`src/rtl/merge_insertion_sorter_unit_defines.svh`:
```
// Assertion macros for the merge-insertion sorter
`ifndef MERGE_INSERTION_SORTER_UNIT_DEFINES_SVH
`define MERGE_INSERTION_SORTER_UNIT_DEFINES_SVH
`ifndef SYNTH
`define MIS_ASSERT_IMPL(label, clk, rst, ante, cons, msg) \
  label: assert property (@(posedge clk) disable iff (rst) (ante) |-> (cons)) else $error(msg);
`define MIS_ASSERT_NEXT(label, clk, rst, ante, cons, msg) \
  label: assert property (@(posedge clk) disable iff (rst) (ante) |=> (cons)) else $error(msg);
`else
`define MIS_ASSERT_IMPL(label, clk, rst, ante, cons, msg)
`define MIS_ASSERT_NEXT(label, clk, rst, ante, cons, msg)
`endif
`endif

```
`src/rtl/mis_pkg.sv`:
```
`default_nettype none
package mis_pkg;
  localparam int MaxItems = 64;
  localparam int CntW = $clog2(MaxItems + 1);
  localparam int IdxW = $clog2(MaxItems);
  localparam int QDepth = 4;
  localparam int QW = $clog2(QDepth);

  // request passed from front to back
  typedef struct packed {
    logic signed [31:0] value;
    logic store;   // value goes into the store
    logic start;   // sort and emit after this request
  } req_t;

  typedef enum logic [2:0] {
    S_LOAD, S_SCAN, S_INS, S_SHIFT, S_EMIT
  } bstate_t;
endpackage
`default_nettype wire

```
`src/rtl/mis_front.sv`:
```
`default_nettype none
module mis_front import mis_pkg::*; (
  input  wire                clk,
  input  wire                rst,
  input  wire                in_valid,
  output logic               in_stall,
  input  wire signed [31:0]  value,
  input  wire                last,
  output logic               q_valid,
  output req_t               q_req,
  input  wire                q_pop
);
  req_t          q_mem [QDepth];
  logic [QW-1:0] wp, rp;
  logic [QW:0]   fill;
  logic [CntW-1:0] cnt;
  logic          acc;
  req_t          rq;

  assign in_stall = (fill == (QW+1)'(QDepth));
  assign acc      = in_valid && !in_stall;
  assign q_valid  = (fill != '0);
  assign q_req    = q_mem[rp];

  // classify: store while room remains
  always_comb begin
    rq.value = value;
    rq.store = (cnt < CntW'(MaxItems));
    rq.start = last;
  end

  always_ff @(posedge clk) begin
    if (acc) q_mem[wp] <= rq;
  end

  always_ff @(posedge clk) begin
    if (rst) begin
      wp <= '0; rp <= '0; fill <= '0; cnt <= '0;
    end else begin
      if (acc) begin
        wp <= wp + 1'b1;
        if (last) begin
          cnt <= '0;
        end else if (rq.store) begin
          cnt <= cnt + 1'b1;
        end
      end
      if (q_pop) rp <= rp + 1'b1;
      fill <= fill + (QW+1)'(acc) - (QW+1)'(q_pop);
    end
  end
endmodule
`default_nettype wire

```
`src/rtl/mis_back.sv`:
```
`default_nettype none
`include "merge_insertion_sorter_unit_defines.svh"
module mis_back import mis_pkg::*; (
  input  wire                clk,
  input  wire                rst,
  input  wire                q_valid,
  input  req_t               q_req,
  output logic               q_pop,
  output logic               out_valid,
  input  wire                out_stall,
  output logic signed [31:0] sorted_value,
  output logic               run_last,
  output logic               overflow
);
  // Sorting by binary insertion into a sorted chain; the final order equals
  // that of the merge-insertion sequence since the result is the sorted set.
  logic signed [31:0] mem [MaxItems];
  logic signed [31:0] rd;
  bstate_t st, st_next;
  logic [CntW-1:0] n, i, lo, hi, p;
  logic signed [31:0] v;
  logic ovf, pend;
  logic [CntW-1:0] mid;

  assign mid = lo + ((hi - lo) >> 1);
  assign q_pop = (st == S_LOAD) && q_valid;

  always_comb begin
    st_next = st;
    unique case (st)
      S_LOAD:  if (q_valid && q_req.start) st_next = S_SCAN;
      S_SCAN:  st_next = (i >= n) ? S_EMIT : S_INS;
      S_INS:   if (lo >= hi) st_next = S_SHIFT;
      S_SHIFT: if (p == lo) st_next = S_SCAN;
      S_EMIT:  if (!out_valid || !out_stall) begin
        if (i >= n && !pend) st_next = S_LOAD;
      end
      default: st_next = S_LOAD;
    endcase
  end

  always_ff @(posedge clk) begin
    if (rst) st <= S_LOAD;
    else st <= st_next;
  end

  // chain store: one write, one registered read; a stalled result keeps its entry
  logic [CntW-1:0] raddr;
  always_comb begin
    raddr = mid;
    if (st == S_SHIFT) raddr = p - 1'b1;
    else if (st == S_EMIT && out_valid && out_stall) raddr = i - 1'b1;
    else if (st == S_EMIT || st == S_SCAN) raddr = i;
  end
  logic rvalid;
  always_ff @(posedge clk) rd <= mem[raddr[IdxW-1:0]];

  // binary search probes each midpoint as issue then compare
  logic probe;
  always_ff @(posedge clk) begin
    if (rst) begin
      n <= '0; i <= '0; ovf <= 1'b0; out_valid <= 1'b0; pend <= 1'b0;
      probe <= 1'b0; rvalid <= 1'b0; run_last <= 1'b0;
    end else begin
      unique case (st)
        S_LOAD: begin
          if (q_valid) begin
            if (q_req.store) begin
              mem[n[IdxW-1:0]] <= q_req.value;
              n <= n + 1'b1;
            end else ovf <= 1'b1;
            if (q_req.start) i <= CntW'(1);
          end
        end
        S_SCAN: begin
          if (i < n) begin
            v <= mem[i[IdxW-1:0]];
            lo <= '0; hi <= i; probe <= 1'b0;
          end else begin
            i <= '0; pend <= 1'b0; rvalid <= 1'b0;
          end
        end
        S_INS: begin
          if (lo < hi) begin
            probe <= !probe;
            if (probe) begin
              if (rd < v) lo <= mid + 1'b1;
              else hi <= mid;
            end
          end else begin
            p <= i; probe <= 1'b0;
          end
        end
        S_SHIFT: begin
          if (p != lo) begin
            probe <= !probe;
            if (probe) begin
              mem[p[IdxW-1:0]] <= rd;
              p <= p - 1'b1;
            end
          end else begin
            mem[lo[IdxW-1:0]] <= v;
            i <= i + 1'b1;
          end
        end
        S_EMIT: begin
          if (!out_valid || !out_stall) begin
            out_valid <= rvalid;
            sorted_value <= rd;
            run_last <= rvalid && (i == n);
            overflow <= ovf;
            if (i < n) begin
              i <= i + 1'b1; rvalid <= 1'b1; pend <= 1'b1;
            end else begin
              rvalid <= 1'b0; pend <= 1'b0;
              if (!rvalid) begin
                n <= '0; ovf <= 1'b0; i <= '0;
              end
            end
          end
        end
        default: ;
      endcase
    end
  end

  `MIS_ASSERT_IMPL(a_nopop_busy, clk, rst, st != S_LOAD, !q_pop, "pop while busy")
  `MIS_ASSERT_IMPL(a_cnt, clk, rst, 1'b1, n <= CntW'(MaxItems), "count over capacity")
  `MIS_ASSERT_NEXT(a_hold, clk, rst, out_valid && out_stall, $stable(sorted_value),
    "stalled result changed")
endmodule
`default_nettype wire

```
`src/rtl/merge_insertion_sorter_unit.sv`:
```
`default_nettype none
// Merge-insertion sorter.
// Input channel: in_valid/in_stall carry value and last. Each request stores one
// signed value; up to 64 are kept, extra ones are dropped and flagged.
// A request with last set closes the set and starts the sort.
// Output channel: out_valid/out_stall carry sorted_value, run_last, overflow,
// ascending, run_last on the greatest value, overflow on every result of a
// run whose load dropped values.
// Loading: requests reach the set through a 4-entry queue.
// Sorting inserts each value into a sorted chain in one store with one read
// port: a binary search finds its place, then larger entries shift up one by
// one through the single store port. Emission is one result per cycle when
// not stalled.
// While sorting or emitting, new requests wait in the queue and then stall.
// A stalled result holds. Reset empties the queue and the set.
module merge_insertion_sorter_unit import mis_pkg::*; (
  input  wire               clk,
  input  wire               rst,
  input  wire               in_valid,
  output logic              in_stall,
  input  wire signed [31:0] item_value,
  input  wire               item_last,
  output logic              out_valid,
  input  wire               out_stall,
  output logic signed [31:0] sorted_value,
  output logic              run_last,
  output logic              overflow
);
  logic q_valid, q_pop;
  req_t q_req;

  mis_front u_front (
    .clk, .rst, .in_valid, .in_stall, .value(item_value), .last(item_last),
    .q_valid, .q_req, .q_pop
  );

  mis_back u_back (
    .clk, .rst, .q_valid, .q_req, .q_pop, .out_valid, .out_stall,
    .sorted_value, .run_last, .overflow
  );
endmodule
`default_nettype wire

```
`config.mk`:
```
export PLATFORM = sky130hd
export DESIGN_NAME = merge_insertion_sorter_unit
export DESIGN_NICKNAME = d
export VERILOG_FILES = /design/src/rtl/mis_pkg.sv /design/src/rtl/mis_front.sv /design/src/rtl/mis_back.sv /design/src/rtl/merge_insertion_sorter_unit.sv
export VERILOG_INCLUDE_DIRS = /design/src /design/src/rtl
export SDC_FILE = /design/constraint.sdc
export NUM_CORES = 2
export LEC_CHECK = 0
export BUFFER_PORTS_ARGS = -buffer_cell sky130_fd_sc_hd__buf_2
export CORE_ASPECT_RATIO = 1.25
export CORE_MARGIN = 8
export CORE_UTILIZATION = 60
export DETAILED_ROUTE_END_ITERATION = 12
export PLACE_DENSITY = 0.76
export SLEW_MARGIN = 0
export SYNTH_ARGS = -nofsm -noshare
export SYNTH_HDL_FRONTEND = slang
export SYNTH_HIERARCHICAL = 1
export SYNTH_SLANG_ARGS = --single-unit
```
`constraint.sdc`:
```
create_clock -name clk -period 8.8 [get_ports clk]
set_clock_uncertainty 0.1 [all_clocks]
set_input_delay 0.88 -clock clk [delete_from_list [all_inputs] [get_ports clk]]
set_output_delay 0.88 -clock clk [all_outputs]
set_load 0.02 [all_outputs]
```
; ---- After elaboration in Yosys (flattened, before gate mapping)
; Memories as Yosys holds them, arrays and structs flattened. A register that Yosys moved wholly into a read port is not among the register bits.
; Index checks and enable logic that the tools add are counted.
[word_totals]
ff_bits = 90
in_bits = 37
mem_bits_rw = 2184
n_memories = 2
[mem_list]
columns = memory, depth, width, read_ports, rd_ports_with_merged_regs, write_ports, line
row1 = u_back.mem, 64, 32, 2, 2, 1, mis_back.sv:17  ; logic signed [31:0] mem [MaxItems];
row2 = u_front.q_mem, 4, 34, 1, 1, 1, mis_front.sv:13  ; req_t q_mem [QDepth];
[op_classes]
bitwise = 1
add_sub_neg = 12
mux = 77
magnitude_cmp = 6
reduce_logical = 38
eq_ne = 30
[ops]
columns = op, count
row1 = $mux W7, 24
row2 = $mux W32, 2
row3 = $reduce_or A32 Y1, 2
row4 = $pmux W7 S2, 4
row5 = $lt A32 B32 Y1, 1
row6 = $mux W6, 5
row7 = $mux W1, 29
row8 = $add A7 B1 Y7 const B, 4
row9 = $pmux W7 S4, 1
row10 = $reduce_and A6 Y1, 4
row11 = $ne A2 B2 Y1 const B, 11
row12 = $ne A2 B1 Y1 const B, 10
row13 = $mux W3, 6
row14 = $pmux W3 S5, 1
row15 = $eq A7 B7 Y1, 2
row16 = $ge A7 B7 Y1, 2
row17 = $lt A7 B7 Y1, 2
row18 = $reduce_and A3 Y1, 4
row19 = $reduce_and A5 Y1, 2
row20 = $reduce_bool A2 Y1, 5
row21 = $add A7 B6 Y7, 1
row22 = $logic_and A1 B1 Y1, 7
row23 = $lt A7 B7 Y1 const B, 1
row24 = $ne A7 B7 Y1, 1
row25 = 21 further kinds, 33

; ---- Longest topological paths before layout
[depth]
word_depth = 8
mapped_depth = 22
ltp_nobuf = 20

; ---- Modules after synthesis
; Netlist, hierarchy kept.
[by_module_without_submodules]
columns = module, cells_per_inst, n_inst, seq_area_each_um2, area_per_inst_um2
row1 = mis_back, 7557, 1, 65162.5, 103799.6
row2 = mis_front, 262, 1, 4404.2, 5671.7

; ---- Worst setup path after synthesis
; No wires, ideal clock.
[synth_timing]
path_kind = register -> register
from = register u_back.p[2]
to = memory u_back.mem[0][10], data pin
t_required_ps = 7999
setup_slack_ps = 3507
t_arrival_ps = 4491
path_stages_with_launch = 10
synth_period_minus_slack_ps = 5293
path_cell_list = edfxtp_1 -> clkbuf_1 -> xor2_1 -> nor4_1 -> nand4_1 -> nand3_1 -> buf_2 -> buf_2 -> mux2i_1 -> o21ai_0
[synth_between]
elab_chain_len = 8
elab_cells_between_ends = 13
classes_between = eq/ne: 1 / mux: 10 / reduce/logical: 2
[synth_lines]
columns = item, line
row1 = start: declaration, mis_back.sv:20  ; logic [CntW-1:0] n, i, lo, hi, p;
row2 = start signal: assignment, mis_back.sv:99  ; p <= p - 1'b1;
row3 = $ne A7 B7 Y1 (*), mis_back.sv:95  ; if (p != lo) begin
row4 = $mux W1, mis_back.sv:95
row5 = $mux W1, mis_back.sv:65  ; unique case (st)
row6 = $mux W1, mis_back.sv:61  ; if (rst) begin
row7 = $mux W1 (implied by the code), mis_back.sv:98  ; mem[p[IdxW-1:0]] <= rd;
row8 = $reduce_or A32 Y1 (no source line), n/a
row9 = $mux W32 (no source line), n/a
row10 = $mux W32 (no source line) (*), n/a
row11 = end: declaration, mis_back.sv:17
; Every way passes the cells marked *; elsewhere a longest branch is shown, timed or not.

; ---- Worst setup path after layout
[layout_timing]
from = register u_back.lo[0]
to = register u_back.rd[23], read port of u_back.mem
[layout_between]
elab_chain_len = 5
[layout_lines]
columns = item, line
row1 = start: declaration, mis_back.sv:20
row2 = start signal: assignment, mis_back.sv:87  ; if (rd < v) lo <= mid + 1'b1;
row3 = $sub A7 B7 Y7, mis_back.sv:25  ; assign mid = lo + ((hi - lo) >> 1);
row4 = $add A7 B6 Y7 (*), mis_back.sv:25
row5 = $mux W6 (*), mis_back.sv:53  ; else if (st == S_EMIT || st == S_SCAN) raddr = i;
row6 = $mux W6 (*), mis_back.sv:52  ; else if (st == S_EMIT && out_valid && out_stall) raddr = i - 1'b1;
row7 = $mux W6 (*), mis_back.sv:51  ; if (st == S_SHIFT) raddr = p - 1'b1;
row8 = end: declaration, mis_back.sv:18  ; logic signed [31:0] rd;
; Marked as above.
; A chain may end at the register's enable or synchronous reset.

==> summary.md <==
| Metric | Value |
|---|---|
| H-tree levels | `4` |
| Drt initial violations | `12,996` |
| CTS root buf | `clkbuf_16` |
| Main flop type after synthesis | `edfxtp_1` |
| Final Hold Fails | `0` |
| Die Width | `398 um` |
| R2R Path End | `u_back/rd[23]` |
| Worst-margin pin slew | `1.23 ns` |
| Clock slew at reported path FFs | `around 0.070 ns` |
| Gate Count Post-Synth | `7,819` |
| FFs w/ async S/R, synth | `0%` |
| Crit path largest cell delay | `between 0.7 and 0.8 ns` |
| Post-CTS Setup Bufs | `0` |
| Initial DRT Pass Iterations | `10` |
| Site row count | `175` |
| Critical path's top delay family | `compound AO/OA/AOI/OAI gates` |
| Hold path endpoint | `u_front/q_mem[0][16]` |
| Slack of the worst reg-to-reg path | `2.73 ns` |
| Die area | `196,000 um^2` |
| P_leak | `39.7 nW` |
| Post-DR wirelength/cell | `33.9 um` |
| Critical path capture point type | `register` |
| Hold Crit Depth | `1` |
| Initial Utilization | `60.3%` |
| Max Cap Violations | `0` |
| Clock Path Buffers | `3` |
| Initial antenna violation count | `18` |
| Clock Sinks | `2,340` |
| Critical setup path kind | `reg2reg` |
| Drt drc | `0` |
| Total global routing overflow | `0` |
| #FFs+latches synth | `2,340` |
| FF-to-FF path depth | `20` |
| Hold path start | `item_value[14]` |
| # hold bufs at CTS | `0` |
| Peak Freq | `165 MHz` |
| DP HPWL | `216 mm` |
| Post-synthesis sequential area ratio | `63.5%` |
| Hold/Removal Path Class | `in2reg` |
| Mapped cell area | `109,000 um^2` |
| Vias in the first global route | `73,697` |
| Largest net degree at the start of global routing | `approximately 180` |
| CP Buf/Inv Count | `2` |
| Total CTS buffers | `~210` |
| RR Startpoint | `u_back/lo[0]` |
| Vias/cell | `7.27` |
| Latest clock arrival within the worst-skew pair | `about 0.9 ns` |
| Max_slew headroom | `between 15 and 20%` |
| Area delta synth->final | `9.57%` |
| Max-slew violations | `0` |
| Final net count | `7,819` |
| ANT nets after route | `0` |
| Final Setup Violations | `0` |
| Crit-path cells | `ha_1 > inv_1 > fa_1 > nand2_1 > nand2_1 > a21oi_1 > o21bai_1 > a21oi_1 > xnor2_1 > ha_1 > nor4b_1 > a2111oi_0 > o211a_1 > a221o_1 > nand3_1 > nor2_4 > buf_4 > nand3_1 > o2111ai_1 > or3_1` |
| Critical path fanouts, max | `19` |
| Core area | `182,000 um^2` |
| Fin crit period | `6.07 ns` |
| CP Data Arrival Time | `6.78 ns` |
| Vias | `74,822` |
| Final Worst Setup Slack | `2.73 ns` |
| Most frequent cells in the layout | `2,270 x edfxtp_1, 2,087 x nand2_1, 706 x mux4_2` |
| Global-route wire length before repair | `502 mm` |
| Most common cell after layout, fill and taps aside | `edfxtp_1` |
| Detailed Route WL | `349 mm` |
| Setup TNS | `0 ns` |
| Critical path's slowest cell | `a221o_1` |
| CP Data Required Time | `9.51 ns` |
| Post-CTS sizing | `0` |
| RePlAce Congestion | `0.955` |
| Power density over cell area | `344 nW/um^2` |
| VDD IR max | `0.000395 V` |
| IO buf count | `72` |
| Die height | `494 um` |
| Syn avg cell area | `14.0 um^2` |
| Syn Nets | `7,923` |
| Dpl ws | `2.92 ns` |
| RSZ-0062 raised after global routing | `false` |
| IO Pins | `73` |
| Run status | `complete, no violations` |
| Netlist cell types | `78` |
| EDFF count, synth | `2,270` |
| Crit share post-route | `a little under 70%` |
| Ys Warns | `6` |
| Layout cell share with drive strength beyond 1 | `about 18%` |
| Startpoint types | `register` |
| GR Util All Layers | `between 30% and 40%` |
| CTS tree | `built` |
-- cell usage after synthesis, types with 5 or more instances --
master	number	area [um^2]
buf_4	26	195
nor2_1	142	533
o211ai_1	7	52.6
mux2i_1	96	961
dfxtp_1	70	1400
o21a_1	6	45.0
a21oi_1	40	200
xnor2_1	23	201
o21ai_0	118	591
ha_1	64	801
clkbuf_1	303	1140
inv_1	70	263
nand2_1	2087	7830
nand4_1	12	75.1
nor2b_1	10	62.6
o21ai_1	63	315
buf_1	71	267
a21o_1	20	150
nor3_1	14	70.1
buf_6	10	113
or3_1	38	238
a311oi_1	151	1320
nand3_1	591	2960
and3_1	246	1540
a211oi_1	5	37.5
o2111ai_1	90	788
o221ai_1	8	70.1
mux4_2	706	15900
a31oi_1	120	751
buf_2	175	876
a32oi_1	67	587
xor2_1	20	175
edfxtp_1	2270	68200
-- cell type report --
class                           instances  area (um^2)
Antenna cell                            8         20.0
Timing Repair Buffer                  268         2080
Clock inverter                        127         1240
Inverter                               70          263
Clock buffer                          265         5710
Fill cell                           12014        61600
Sequential cell                      2340        69600
Multi-Input combinational cell       4824        38000
Tap cell                             2389         2990
-- power breakdown --
part	total, W	internal (W)	switching [W]
clock network	0.00937	0.00526	0.00412
logic	0.0176	0.00526	0.0123
registers	0.0143	0.0139	0.000426
total	0.0412	0.0244	0.0169
-- layer usage --
layer  vias to the layer above  global-route usage [%]  routed length (um)
li1                      29971                       -                   -
met3                      1603                    10.6               52500
met4                        14                    23.7               30200
met2                      6542                    53.1              157000
met1                     36692                    43.4              109000
met5                         -                       0                  98
-- kinds of logic after synthesis --
logic type	count (synthesis)	synth area share [%]
flops	2340	63.5
simple gates	3182	12.5
fa+ha+maj	67	0.786
buf+inv	655	2.60
compound gates	728	4.80
xor+xnor	43	0.344
mux	804	15.4
-- worst max path at each step --
stage / from / endpoint / slack [ns] / depth (start not counted)
after floorplan: u_back/p[2] / u_back/mem[0][10] / 3.51 / 9
after global placement: u_back/lo[1] / u_back/rd[2] / 3.11 / 16
after detailed placement: u_back/lo[0] / u_back/rd[23] / 2.92 / 20
after CTS: u_back/lo[0] / u_back/rd[23] / 2.91 / 20
after global routing: u_back/lo[0] / u_back/rd[23] / 2.54 / 20
final: u_back/lo[0] / u_back/rd[23] / 2.73 / 20
-- registers in the layout, summed over array words and instances (netlist names), 2 cells and up, named ones only --
name	cells
u_front/wp	2
u_back/sorted_value	32
u_front/fill	3
u_back/p	7
u_back/st	3
u_front/rp	2
u_back/v	32
u_front/cnt	7
u_back/lo	7
u_back/hi	7
u_back/rd	32
u_back/n	7
u_front/q_mem	136
u_back/mem	2048
u_back/i	7
-- metrics by stage --
stage / hold WS [ns] / instance area [um^2] / power [W] / cells / util, %
4_1_cts: 0.0908 / 120000 / 0.0406 / 10282 / 66.1
2_1_floorplan: 0.309 / 109000 / 0.0255 / 7819 / -
5_1_grt: 0.116 / 120000 / 0.0423 / 10285 / 66.1
6_report: 0.120 / 120000 / 0.0412 / 10291 / 66.1
3_5_place_dp: 0.365 / 113000 / 0.0313 / 9890 / 62.2
3_3_place_gp: 0.348 / 113000 / 0.0309 / 9890 / 62.2
(Power assumes the default switching activity.)
